`config.mk`:
```
export PLATFORM = sky130hd
export DESIGN_NAME = fvcc_mag
export DESIGN_NICKNAME = d
export VERILOG_FILES = /design/src/fvcc_pkg.sv /design/src/fvcc_mag.sv
export SDC_FILE = /design/constraint.sdc
export NUM_CORES = 2
export LEC_CHECK = 0
export BUFFER_PORTS_ARGS = -buffer_cell sky130_fd_sc_hd__buf_2
export CORE_MARGIN = 3
export CORE_UTILIZATION = 55
export DETAILED_ROUTE_END_ITERATION = 10
export PLACE_DENSITY = 0.71
export SYNTH_ARGS = -nofsm -noshare
export SYNTH_HDL_FRONTEND = slang
export SYNTH_SLANG_ARGS = --single-unit
```
`constraint.sdc`:
```
create_clock -name clk -period 13.6 [get_ports clk]
set_clock_uncertainty 0.05 [all_clocks]
set_input_delay 1.36 -clock clk [delete_from_list [all_inputs] [get_ports clk]]
set_output_delay 1.36 -clock clk [all_outputs]
set_load 0.1 [all_outputs]
```
`src/fvcc_pkg.sv`:
```
package fvcc_pkg;

  // Fixed-point formats
  localparam int FRAC_BITS    = 12;
  localparam int PHASE_BITS   = 12;
  localparam int CORDIC_STEPS = 28;

  localparam int AMP_W   = FRAC_BITS + 1;
  localparam int SUM_W   = 2 * FRAC_BITS;
  localparam int CW      = 33;
  localparam int MIX_W   = PHASE_BITS + 6;
  localparam int SEG_D_W = PHASE_BITS - 1;

  // Pipeline depths
  localparam int ANGLE_LAT = CORDIC_STEPS + 2;
  localparam int SQRT_LAT  = FRAC_BITS + 2;
  localparam int MAG_PAD   = ANGLE_LAT - SQRT_LAT;
  localparam int MIX_LAT   = 4;
  localparam int TOTAL_LAT = ANGLE_LAT + MIX_LAT;

  localparam logic [31:0] QUARTER_TURN = 32'h4000_0000;

  // Channel codes
  localparam logic [1:0] CH_RED   = 2'd0;
  localparam logic [1:0] CH_GREEN = 2'd1;
  localparam logic [1:0] CH_BLUE  = 2'd2;

  // Quadrant flags that ride along the angle pipeline
  typedef struct packed {
    logic x_zero;
    logic x_neg;
    logic y_zero;
    logic y_neg;
  } quad_t;

  // atan(2^-i) with one turn = 2^32
  localparam logic [31:0] STEP_ANGLE [CORDIC_STEPS] = '{
    32'h20000000, 32'h12E4051E, 32'h09FB385B, 32'h051111D4, 32'h028B0D43, 32'h0145D7E1,
    32'h00A2F61E, 32'h00517C55, 32'h0028BE53, 32'h00145F2F, 32'h000A2F98, 32'h000517CC,
    32'h00028BE6, 32'h000145F3, 32'h0000A2FA, 32'h0000517D, 32'h000028BE, 32'h0000145F,
    32'h00000A30, 32'h00000518, 32'h0000028C, 32'h00000146, 32'h000000A3, 32'h00000051,
    32'h00000029, 32'h00000014, 32'h0000000A, 32'h00000005
  };

  // Eighth of a turn to wheel segment
  function automatic logic [2:0] seg_of(input logic [2:0] eighth);
    logic [2:0] s;
    case (eighth) inside
      3'd0: s = 3'd0;
      3'd1: s = 3'd1;
      3'd2: s = 3'd2;
      3'd3: s = 3'd3;
      3'd4, 3'd5: s = 3'd4;
      default: s = 3'd5;
    endcase
    return s;
  endfunction

  function automatic logic [2:0] seg_start(input logic [2:0] seg);
    logic [2:0] s;
    case (seg)
      3'd0: s = 3'd0;
      3'd1: s = 3'd1;
      3'd2: s = 3'd2;
      3'd3: s = 3'd3;
      3'd4: s = 3'd4;
      default: s = 3'd6;
    endcase
    return s;
  endfunction

  // Segment start color
  function automatic logic [7:0] color_from(input logic [2:0] seg, input logic [1:0] ch);
    logic [7:0] r, g, b, v;
    case (seg)
      3'd0: begin r = 8'd255; g = 8'd0;   b = 8'd0;   end
      3'd1: begin r = 8'd255; g = 8'd0;   b = 8'd255; end
      3'd2: begin r = 8'd64;  g = 8'd64;  b = 8'd255; end
      3'd3: begin r = 8'd0;   g = 8'd255; b = 8'd255; end
      3'd4: begin r = 8'd0;   g = 8'd255; b = 8'd0;   end
      default: begin r = 8'd255; g = 8'd255; b = 8'd0; end
    endcase
    case (ch)
      CH_RED:   v = r;
      CH_GREEN: v = g;
      default:  v = b;
    endcase
    return v;
  endfunction

  // Segment end color
  function automatic logic [7:0] color_to(input logic [2:0] seg, input logic [1:0] ch);
    logic [7:0] r, g, b, v;
    case (seg)
      3'd0: begin r = 8'd255; g = 8'd0;   b = 8'd255; end
      3'd1: begin r = 8'd64;  g = 8'd64;  b = 8'd255; end
      3'd2: begin r = 8'd0;   g = 8'd255; b = 8'd255; end
      3'd3: begin r = 8'd0;   g = 8'd255; b = 8'd0;   end
      3'd4: begin r = 8'd255; g = 8'd255; b = 8'd0;   end
      default: begin r = 8'd255; g = 8'd0; b = 8'd0; end
    endcase
    case (ch)
      CH_RED:   v = r;
      CH_GREEN: v = g;
      default:  v = b;
    endcase
    return v;
  endfunction

endpackage

```
`src/fvcc_mag.sv`:
```
module fvcc_mag (
  input  logic                          clk,
  input  logic signed [15:0]            flow_x,
  input  logic signed [15:0]            flow_y,
  output logic [fvcc_pkg::AMP_W-1:0]    amp
);
  import fvcc_pkg::*;

  logic signed [31:0] px, py;
  logic [30:0]        sq_x, sq_y;
  logic [31:0]        sum;
  logic [SUM_W-1:0]   rem  [FRAC_BITS+1];
  logic [SUM_W-1:0]   root [FRAC_BITS+1];
  logic               over [FRAC_BITS+1];
  logic [AMP_W-1:0]   amp_raw;
  logic [AMP_W-1:0]   dly  [MAG_PAD];

  // Squares
  assign px = 32'(flow_x) * 32'(flow_x);
  assign py = 32'(flow_y) * 32'(flow_y);

  always_ff @(posedge clk) begin
    sq_x <= px[30:0];
    sq_y <= py[30:0];
  end

  // Sum and saturation check
  assign sum = {1'b0, sq_x} + {1'b0, sq_y};

  always_ff @(posedge clk) begin
    over[0] <= (sum >= (32'd1 << SUM_W));
    rem[0]  <= sum[SUM_W-1:0];
    root[0] <= '0;
  end

  // One root bit per stage
  for (genvar k = 0; k < FRAC_BITS; k++) begin : g_root
    localparam logic [SUM_W-1:0] BIT = SUM_W'(1) << (SUM_W - 2 - 2 * k);
    logic [SUM_W-1:0] trial;
    assign trial = root[k] + BIT;
    always_ff @(posedge clk) begin
      over[k+1] <= over[k];
      if (rem[k] >= trial) begin
        rem[k+1]  <= rem[k] - trial;
        root[k+1] <= (root[k] >> 1) + BIT;
      end else begin
        rem[k+1]  <= rem[k];
        root[k+1] <= root[k] >> 1;
      end
    end
  end

  assign amp_raw = over[FRAC_BITS] ? (AMP_W'(1) << FRAC_BITS)
                                   : {1'b0, root[FRAC_BITS][FRAC_BITS-1:0]};

  // Delay to line up with the angle
  always_ff @(posedge clk) begin
    dly[0] <= amp_raw;
  end
  for (genvar j = 1; j < MAG_PAD; j++) begin : g_pad
    always_ff @(posedge clk) begin
      dly[j] <= dly[j-1];
    end
  end

  assign amp = dly[MAG_PAD-1];

endmodule

```
==> flow_summary.toml <==
[logic_synthesis]
syn_area_per_cell_um2 = 10.3
synth_top_family_by_area = "adder cells"
synthesis.area_mm2 = 0.0372
synth_nets = 4394
yosys.area.top_type = "dfxtp_1"
async_flop_share = 0
synth-seq-cells = 647
synthAdderAreaFrac = 0.345
synth_top_area_share = 0.348
seq_area_frac_synth = 0.348
synth_cell_type_count = 76
synth_edf_count = 0
synthMuxAreaShare = 0.00545
synth_xor_area_frac = 0.0450
synthSimpleGateAreaFrac = 0.101
synth_compound_area_frac = 0.0708
ys_top_cells_by_area = "dfxtp_1 35%, fa_1 25%, ha_1 9.8%"
synth_warnings = 0
syn_inst = 3612
synth_ff_type = "dfxtp_1"

[cells_and_area]
nets = 4435
final_cell_mix = "765 x inv_1, 647 x dfxtp_1, 459 x fa_1, 290 x ha_1, 244 x nand2_1"
fin_cells = 4566
fill_cells = 5524
layout-drive-gt1-share = 0.0500
num_antenna_cells = 0
syn_to_final_growth_pct = 8.33
final_common_cell = "inv_1"

[clocking]
ctsResizeCount = 0
cts_buffers = 60
cts_sinks = 647
cts_setup_buffers = 0
htreeDepth = 2
cts_hold_buffers = 0
clk_pin_slew_ns = 0.06
clk_latency_ns = 0.62
cts_max_path_buffers = 3
cts_tree = "yes"
root_buffer = "clkbuf_16"

[floorplan]
initial_core_util = 0.560
die_w_um = 266
dieArea_mm2 = 0.0708
core_area_mm2 = 0.0663
die-height_um = 266
boundaryPins = 46
num_rows = 94

[worst_setup_path]
r2r_start = "root[10][4]$_DFF_P_"
r2r_slack_ns = 9.99
reg2regPathDepth = 9
critPathLaunchType = "input pin"
worstPathMaxFanout = 17
cp.required_ns = 14.01
endpoint_kind = "flip-flop"
arrival_ns = 7.86
reg2reg_to = "rem[11][12]$_DFF_P_"
critPathKind = "input pin to flip-flop"

[sta]
min_period_ns = 7.45
tightest_slew_ns = 1.22
rsz0062_at_grt = "false"
finalWorstSetupSlack_ns = 6.15
fmax_mhz = 134
tns_ns = 0
maxSlewHeadroom = 0.182
slew_violations = 0
fin_crit_sh = 0.548
finalHoldWorstSlack_ns = 0.258
setup_viol = 0
finalHoldViolCount = 0

[route]
drt_iter0_drc = 1147
wl_per_cell_um = 14.8
firstDrtPassIters = 7
post-route-drc-count = 0
vias = 23258
avgViaCountPerCell = 5.09
antenna_left = 0
wl_um = 67500

[placed_design]
dp_cells = 4455
pre_cts_slack_ns = 5.53
portBuffers = 45
routabilityCongestion = 0.879
hpwl_um = 54500

[grt]
grt_max_degree = 28
grt_pass1_wl_um = 116000
grt-ovfl-total = 0
first_global_vias = 24860
antenna_found_initial = 0
grt_usage = 0.200

[min_path]
min_to = "rem[1][21]$_DFF_P_"
holdPathStages = 0
hold_start = "rem[0][21]$_DFF_P_"
worstHoldPathType = "flip-flop to flip-flop"

[run]
cap_violations = 0

[status]
status = "completed"
## how the worst max path moves through the flow
stage                  endpoint  slack [ns]  startpoint  cells after the start
6_report       sq_y[30]$_DFF_P_        6.15  flow_y[15]                     21
3_3_place_gp   sq_y[30]$_DFF_P_        5.85  flow_y[15]                     21
2_1_floorplan  sq_y[30]$_DFF_P_        6.28  flow_y[15]                     22
5_1_grt        sq_y[30]$_DFF_P_        5.73  flow_y[15]                     21
3_5_place_dp   sq_y[30]$_DFF_P_        5.53  flow_y[15]                     21
4_1_cts        sq_y[30]$_DFF_P_        6.16  flow_y[15]                     21
## Yosys cell counts, drive strengths merged, types with 3 or more instances
library cell and number:
nor2b 40, a21boi 11, a221oi 4, nand2 244
o211ai 8, xnor2 118, fa 459, o2111ai 3
o31ai 22, or2 12, mux2i 6, buf 7
o21ai 90, nor3 57, and2 62, a41oi 4
ha 290, a21oi 100, clkbuf 59, and3 10
a41o 3, a31oi 12, nand3 27, or4 8
nand3b 5, nor4 43, nor2 183, nand4 15
a31o 8, clkinv 4, o41ai 7, inv 765
a211o 3, o21bai 7, nand2b 33, nor4b 7
mux2 12, a2111oi 5, nand4b 7, or3 16
a211oi 18, o21a 32, dfxtp 647, xor2 73
a21o 45
## critical path, stage by stage
cell	delay, ns
buf_2	0.22
inv_1	0.46
nor2_1	0.17
fa_1	0.72
inv_1	0.11
fa_1	0.56
inv_1	0.29
fa_1	0.50
fa_1	0.50
fa_1	0.49
inv_1	0.05
fa_1	0.47
inv_1	0.04
ha_1	0.22
nor3_1	0.40
o21ai_0	0.18
nand3_1	0.14
a41oi_1	0.19
o31ai_2	0.29
mux2i_1	0.11
a2111oi_0	0.39
## sequential cells by signal (all words and copies together), names as in the netlist
| name | cells |
|---|---|
| dly | 208 |
| root | 78 |
| sq_y | 30 |
| rem | 288 |
| over | 13 |
| sq_x | 30 |
## metrics by stage
stage | utilization | instance area, um^2
floorplan | - | 37200
global placement | 0.576 | 38200
detailed placement | 0.576 | 38200
CTS | 0.607 | 40300
global route | 0.607 | 40300
finish | 0.607 | 40300
## cell families (layout without fill, tap and decap cells)
group	after synthesis	in the layout
AOI/OAI and AO/OA	397	397
adders and majority gates	749	749
muxes	18	18
and+or+nand+nor	775	775
buffers and inverters	835	925
xor gates and xnor gates	191	191
DFF	647	647
## final cells by class
cell class / count / area, um^2 / share of cell area
flip-flops and latches: 647 / 13000 / 0.322
multi-input cells: 2130 / 21100 / 0.523
clock buffers: 81 / 1680 / 0.0417
inverters: 769 / 2890 / 0.0717
repair buffers: 45 / 225 / 0.00559
well taps: 864 / 1080 / 0.0268
clock inverters: 30 / 384 / 0.00954
## per-layer routing
layer | up-vias | global-route usage | wire length, um
met4 | 0 | 0.0990 | 3540
met2 | 423 | 0.374 | 35400
met3 | 205 | 0.0227 | 2240
met5 | - | 0 | 0
met1 | 11263 | 0.227 | 26400
li1 | 11367 | - | -
Power is not shown: default switching activity piles up to over one toggle a cycle in this logic, so the estimate is an artifact.
