$ cat src/fvcc_pkg.sv
package fvcc_pkg;

  // Fixed-point formats
  localparam int FRAC_BITS    = 12;
  localparam int PHASE_BITS   = 12;
  localparam int CORDIC_STEPS = 28;

  localparam int AMP_W   = FRAC_BITS + 1;
  localparam int SUM_W   = 2 * FRAC_BITS;
  localparam int CW      = 33;
  localparam int MIX_W   = PHASE_BITS + 6;
  localparam int SEG_D_W = PHASE_BITS - 1;

  // Pipeline depths
  localparam int ANGLE_LAT = CORDIC_STEPS + 2;
  localparam int SQRT_LAT  = FRAC_BITS + 2;
  localparam int MAG_PAD   = ANGLE_LAT - SQRT_LAT;
  localparam int MIX_LAT   = 4;
  localparam int TOTAL_LAT = ANGLE_LAT + MIX_LAT;

  localparam logic [31:0] QUARTER_TURN = 32'h4000_0000;

  // Channel codes
  localparam logic [1:0] CH_RED   = 2'd0;
  localparam logic [1:0] CH_GREEN = 2'd1;
  localparam logic [1:0] CH_BLUE  = 2'd2;

  // Quadrant flags that ride along the angle pipeline
  typedef struct packed {
    logic x_zero;
    logic x_neg;
    logic y_zero;
    logic y_neg;
  } quad_t;

  // atan(2^-i) with one turn = 2^32
  localparam logic [31:0] STEP_ANGLE [CORDIC_STEPS] = '{
    32'h20000000, 32'h12E4051E, 32'h09FB385B, 32'h051111D4, 32'h028B0D43, 32'h0145D7E1,
    32'h00A2F61E, 32'h00517C55, 32'h0028BE53, 32'h00145F2F, 32'h000A2F98, 32'h000517CC,
    32'h00028BE6, 32'h000145F3, 32'h0000A2FA, 32'h0000517D, 32'h000028BE, 32'h0000145F,
    32'h00000A30, 32'h00000518, 32'h0000028C, 32'h00000146, 32'h000000A3, 32'h00000051,
    32'h00000029, 32'h00000014, 32'h0000000A, 32'h00000005
  };

  // Eighth of a turn to wheel segment
  function automatic logic [2:0] seg_of(input logic [2:0] eighth);
    logic [2:0] s;
    case (eighth) inside
      3'd0: s = 3'd0;
      3'd1: s = 3'd1;
      3'd2: s = 3'd2;
      3'd3: s = 3'd3;
      3'd4, 3'd5: s = 3'd4;
      default: s = 3'd5;
    endcase
    return s;
  endfunction

  function automatic logic [2:0] seg_start(input logic [2:0] seg);
    logic [2:0] s;
    case (seg)
      3'd0: s = 3'd0;
      3'd1: s = 3'd1;
      3'd2: s = 3'd2;
      3'd3: s = 3'd3;
      3'd4: s = 3'd4;
      default: s = 3'd6;
    endcase
    return s;
  endfunction

  // Segment start color
  function automatic logic [7:0] color_from(input logic [2:0] seg, input logic [1:0] ch);
    logic [7:0] r, g, b, v;
    case (seg)
      3'd0: begin r = 8'd255; g = 8'd0;   b = 8'd0;   end
      3'd1: begin r = 8'd255; g = 8'd0;   b = 8'd255; end
      3'd2: begin r = 8'd64;  g = 8'd64;  b = 8'd255; end
      3'd3: begin r = 8'd0;   g = 8'd255; b = 8'd255; end
      3'd4: begin r = 8'd0;   g = 8'd255; b = 8'd0;   end
      default: begin r = 8'd255; g = 8'd255; b = 8'd0; end
    endcase
    case (ch)
      CH_RED:   v = r;
      CH_GREEN: v = g;
      default:  v = b;
    endcase
    return v;
  endfunction

  // Segment end color
  function automatic logic [7:0] color_to(input logic [2:0] seg, input logic [1:0] ch);
    logic [7:0] r, g, b, v;
    case (seg)
      3'd0: begin r = 8'd255; g = 8'd0;   b = 8'd255; end
      3'd1: begin r = 8'd64;  g = 8'd64;  b = 8'd255; end
      3'd2: begin r = 8'd0;   g = 8'd255; b = 8'd255; end
      3'd3: begin r = 8'd0;   g = 8'd255; b = 8'd0;   end
      3'd4: begin r = 8'd255; g = 8'd255; b = 8'd0;   end
      default: begin r = 8'd255; g = 8'd0; b = 8'd0; end
    endcase
    case (ch)
      CH_RED:   v = r;
      CH_GREEN: v = g;
      default:  v = b;
    endcase
    return v;
  endfunction

endpackage

$ cat src/fvcc_mix.sv
module fvcc_mix (
  input  logic                          clk,
  input  logic [31:0]                   turn,
  input  logic [fvcc_pkg::AMP_W-1:0]    amp,
  output logic [7:0]                    red,
  output logic [7:0]                    green,
  output logic [7:0]                    blue
);
  import fvcc_pkg::*;

  localparam logic [SEG_D_W-1:0] E = SEG_D_W'(1) << (PHASE_BITS - 3);
  localparam int SHIFT = FRAC_BITS + PHASE_BITS - 3;

  logic [PHASE_BITS-1:0] phase, full_d;
  logic [2:0]            seg0;
  logic [2:0]            seg1;
  logic [SEG_D_W-1:0]    d1, w1, wd1;
  logic                  wide1, wide2, wide3;
  logic [AMP_W-1:0]      amp1, amp2;
  logic [MIX_W-1:0]      mix2 [3];
  logic [AMP_W+MIX_W-1:0] prod3 [3];
  logic [7:0]            chan [3];

  // Segment and offset into it
  assign phase  = turn[31 -: PHASE_BITS];
  assign seg0   = seg_of(phase[PHASE_BITS-1 -: 3]);
  assign full_d = phase - (PHASE_BITS'(seg_start(seg0)) << (PHASE_BITS - 3));

  always_ff @(posedge clk) begin
    seg1  <= seg0;
    d1    <= full_d[SEG_D_W-1:0];
    wide1 <= (seg0 == 3'd4) || (seg0 == 3'd5);
    amp1  <= amp;
  end

  assign w1  = wide1 ? (E << 1) : E;
  assign wd1 = w1 - d1;

  // Blend, multiply by magnitude, scale and clamp per channel
  for (genvar c = 0; c < 3; c++) begin : g_ch
    logic [AMP_W+MIX_W-1:0] v;
    always_ff @(posedge clk) begin
      mix2[c] <= MIX_W'(color_from(seg1, 2'(c))) * MIX_W'(wd1)
               + MIX_W'(color_to(seg1, 2'(c))) * MIX_W'(d1);
    end
    always_ff @(posedge clk) begin
      prod3[c] <= (AMP_W + MIX_W)'(amp2) * (AMP_W + MIX_W)'(mix2[c]);
    end
    assign v = wide3 ? (prod3[c] >> (SHIFT + 1)) : (prod3[c] >> SHIFT);
    always_ff @(posedge clk) begin
      chan[c] <= (v > (AMP_W + MIX_W)'(255)) ? 8'd255 : v[7:0];
    end
  end

  always_ff @(posedge clk) begin
    amp2  <= amp1;
    wide2 <= wide1;
    wide3 <= wide2;
  end

  assign red   = chan[0];
  assign green = chan[1];
  assign blue  = chan[2];

endmodule

$ cat config.mk
export PLATFORM = sky130hd
export DESIGN_NAME = fvcc_mix
export DESIGN_NICKNAME = d
export VERILOG_FILES = /design/src/fvcc_pkg.sv /design/src/fvcc_mix.sv
export SDC_FILE = /design/constraint.sdc
export NUM_CORES = 2
export LEC_CHECK = 0
export BUFFER_PORTS_ARGS = -buffer_cell sky130_fd_sc_hd__buf_2
export CAP_MARGIN = 10
export CELL_PAD_IN_SITES_DETAIL_PLACEMENT = 1
export CELL_PAD_IN_SITES_GLOBAL_PLACEMENT = 1
export CORE_ASPECT_RATIO = 1.5
export CORE_UTILIZATION = 47
export DETAILED_ROUTE_END_ITERATION = 8
export PLACE_DENSITY = 0.84
export SLEW_MARGIN = 20
export SYNTH_ARGS = -nofsm -noshare
export SYNTH_HDL_FRONTEND = slang
export SYNTH_SLANG_ARGS = --single-unit
export TNS_END_PERCENT = 1
$ cat constraint.sdc
create_clock -name clk -period 6.7 [get_ports clk]
set_clock_uncertainty 0.15 [all_clocks]
set_input_delay 0.335 -clock clk [delete_from_list [all_inputs] [get_ports clk]]
set_output_delay 0.335 -clock clk [all_outputs]
set_load 0.005 [all_outputs]
==> metrics.md <==
| Metric | Value |
|---|---|
| CTS tree | yes |
| CP Class | register to register |
| Final period util | 101% |
| Reg2reg setup slack | -0.03 ns |
| Crit path capture | mix2[0][52] |
| All-Layer GR Usage | 29.2% |
| Reg2reg start | d1[2] |
| Clock Tree Buf Depth | 2 |
| Largest net degree at the start of global routing | 55 |
| Highest clock rate | 149 MHz |
| Crit path capture type | register |
| Worst R2R End | mix2[0][52] |
| DP Cell Count | 5086 |
| Seq/Total Area, Yosys | 7.96% |
| DIE AREA | 81900 sq um |
| Syn Nets | 5372 |
| Cell Area, Synth | 38000 sq um |
| Worst Hold Class | register to register |
| Layout area overhead | 9.29% |
| Setup ws final | -0.0340 ns |
| Antenna Cells | 0 |
| Final GP Congestion | 0.912 |
| Critical Path Start | d1[2] |
| Average routed wire per standard cell | 22.2 um |
| DRT Wirelength | 115000 um |
| Hold Vio Cnt, Final | 0 |
| Seq cells post-synth | 151 |
| Final-stage net count | 5470 |
| Yosys cell types | 55 |
| Max-capacitance violation count | 0 |
| Die Wd | 234 um |
| Overflow after GRT | 0 |
| Commonest non-fill, non-tap cell in the layout | inv_1 |
| Failing checks | DRC, setup timing |
| DR vias | 28100 |
| Vias in the first global route | 34500 |
| Ports | 70 |
| Syn_area_per_cell | 9.45 sq um |
| Layout cells sized above 1 | 9.13% |
| Clk Latency, worst-skew pair | 0.52 ns |
| DRT iter0 DRCs | 1269 |
| Startpoint Class | register |
| Mapped Cells | 4017 |
| Setup tns final | -0.0340 ns |
| Arrival @ worst endpoint | 7.03 ns |
| Worst path required time | 7.00 ns |
| Post-detailed-route count of antenna-violating nets | 0 |
| Initial Util | 47.5% |
| Detailed Place HPWL | 93200 um |
| Number of synthesized flops with an enable pin | 0 |
| Drt via density | 5.45 |
| Layout Cells excl Fill | 5160 |
| Setup violations, final | 1 |
| Root Buffer | clkbuf_16 |
| Most frequent cells in the layout | inv_1, fa_1, nand2_1, ha_1, and2_1 |
| Final core occ | 51.9% |
| First-pass DRT Iterations | 7 |
| Sinks on Clock Net | 151 |
| Ys Warns | 0 |
| First-pass GRT wire length | 181000 um |
| CTS buffer count | 17 |
| Core area | 79900 sq um |
| R2r worst-path depth | 22 |
| Antenna violations before repair | 0 |
| Die height | 350 um |
| Pre-CTS setup slack | -0.388 ns |
| Slew Viols, Final | 0 |
| FP Rows | 127 |
| Minimum clock period | 6.73 ns |
| Worst Path Max Fanout | 5 |
| Relative slew slack | 24.0% |
| Worst-Margin Slew | 1.14 ns |
| Status | finished with violations |
| RSZ-0062 raised after global routing | yes |
| Residual DRC | 1 |
| I/O Buffers | 49 |
| Post-synth ARST share | 0% |
| Main synth FF type | dfxtp_1 |
| H-tree Lvls | 4 |
| Clk slew on worst S/H paths | 0.07 ns |
## area by class of cell
| class | instances | area [sq um] |
|---|---|---|
| Sequential cell | 151 | 3050 |
| Timing Repair Buffer | 234 | 1790 |
| Multi-Input combinational cell | 2675 | 30900 |
| Tap cell | 1032 | 1290 |
| Clock buffer | 19 | 443 |
| Clock inverter | 13 | 113 |
| Fill cell | 8983 | 38400 |
| Inverter | 1036 | 3900 |
## cell families after synthesis
group                    after synthesis  share of synthesized area, %
buffers and inverters               1191                          11.8
flip-flops                           151                          7.96
AND/OR/NAND/NOR                     1037                          12.7
AO/OA/AOI/OAI                        218                          3.95
adder cells (fa/ha/maj)             1309                          61.1
XOR/XNOR                             111                          2.56
## worst max-delay path, cell delays in order (launching register included)
cell and delay [ns]:
dfxtp_4 0.38, nor2_4 0.20, nand3_4 0.13, nor2_1 0.18, xor2_1 0.10, buf_4 0.18, nor2_2 0.26, inv_1 0.17
fa_2 0.60, fa_1 0.47, fa_1 0.55, inv_1 0.08, fa_1 0.59, fa_1 0.47, fa_1 0.57, ha_4 0.22
inv_1 0.08, o21bai_1 0.11, a31o_2 0.30, a41oi_4 0.20, a211oi_4 0.12, or4_1 0.44, nand3_1 0.11
## layer usage
layer	vias up	wire length, um	track usage [%]	part of all wire, %
met5	-	0	0	0
met4	0	9050	19.8	7.9
met3	492	4730	3.94	4.1
met2	943	62500	54.4	54
met1	14800	38500	29.9	34
li1	11900	-	-	-
## through the flow
stage	instance area [sq um]	hold slack (ns)
floorplan	38000	0.160
global placement	40100	0.163
detailed placement	40100	0.164
CTS	41100	0.179
global route	41500	0.184
finish	41500	0.177
## registers in the layout, summed over array words and instances, names as in the netlist, 3 cells and up
register and flops:
chan 24, amp1 13, mix2 54, prod3 30, amp2 13, d1 11
seg1 3
## cells in the mapped netlist (all sizes together) (2+ instances only)
cell type     n  share of area [%]
inv        1036                 10
a211o         5               0.12
o221ai        2              0.046
o211ai        7               0.14
a221oi        2              0.079
buf           7              0.086
a21o         23               0.45
o21ai        35               0.46
or4           3              0.059
xor2         20               0.46
nand3        22               0.29
or2          10               0.16
a2111oi       3              0.086
fa          907                 48
a31oi         9               0.15
a211oi        9               0.20
and4          5               0.12
and2        252                4.2
o41ai         4               0.20
nor3         29               0.40
o31ai         4               0.13
nand2b       28               0.46
nand4         7               0.12
nor4          3              0.049
and3         11               0.18
nand2       544                5.4
o21bai        6               0.12
a31o          4              0.092
o21a         12               0.24
xnor2        91                2.1
o2111ai       7               0.16
nor2        112                1.1
o22ai        23               0.38
a21oi        58               0.78
clkbuf      148                1.5
nor2b        10               0.16
dfxtp       151                8.0
ha          402                 13
## how the worst min path moves through the flow
stage	startpoint	endpoint	slack, ns	depth (start not counted)
after CTS	amp1[9]	amp2[9]	0.18	0
after global routing	amp1[7]	amp2[7]	0.18	0
after global placement	amp1[11]	amp2[11]	0.16	0
final	amp1[9]	amp2[9]	0.18	0
after floorplan	amp1[0]	amp2[0]	0.16	0
after detailed placement	amp1[9]	amp2[9]	0.16	0
## repair_timing
item                                    4_1_cts  5_1_grt
endpoints found under the setup margin        9       12
resized for setup                            38       81
cloned                                        0        0
pin swaps                                     9       21
buffers inserted                              3       14
hold buffers                                 25        0
hold endpoints to repair                     27        0
Power is left out: the tool's default activity adds up to more than one toggle a clock period on the data nets, which glitch-free logic cannot reach.
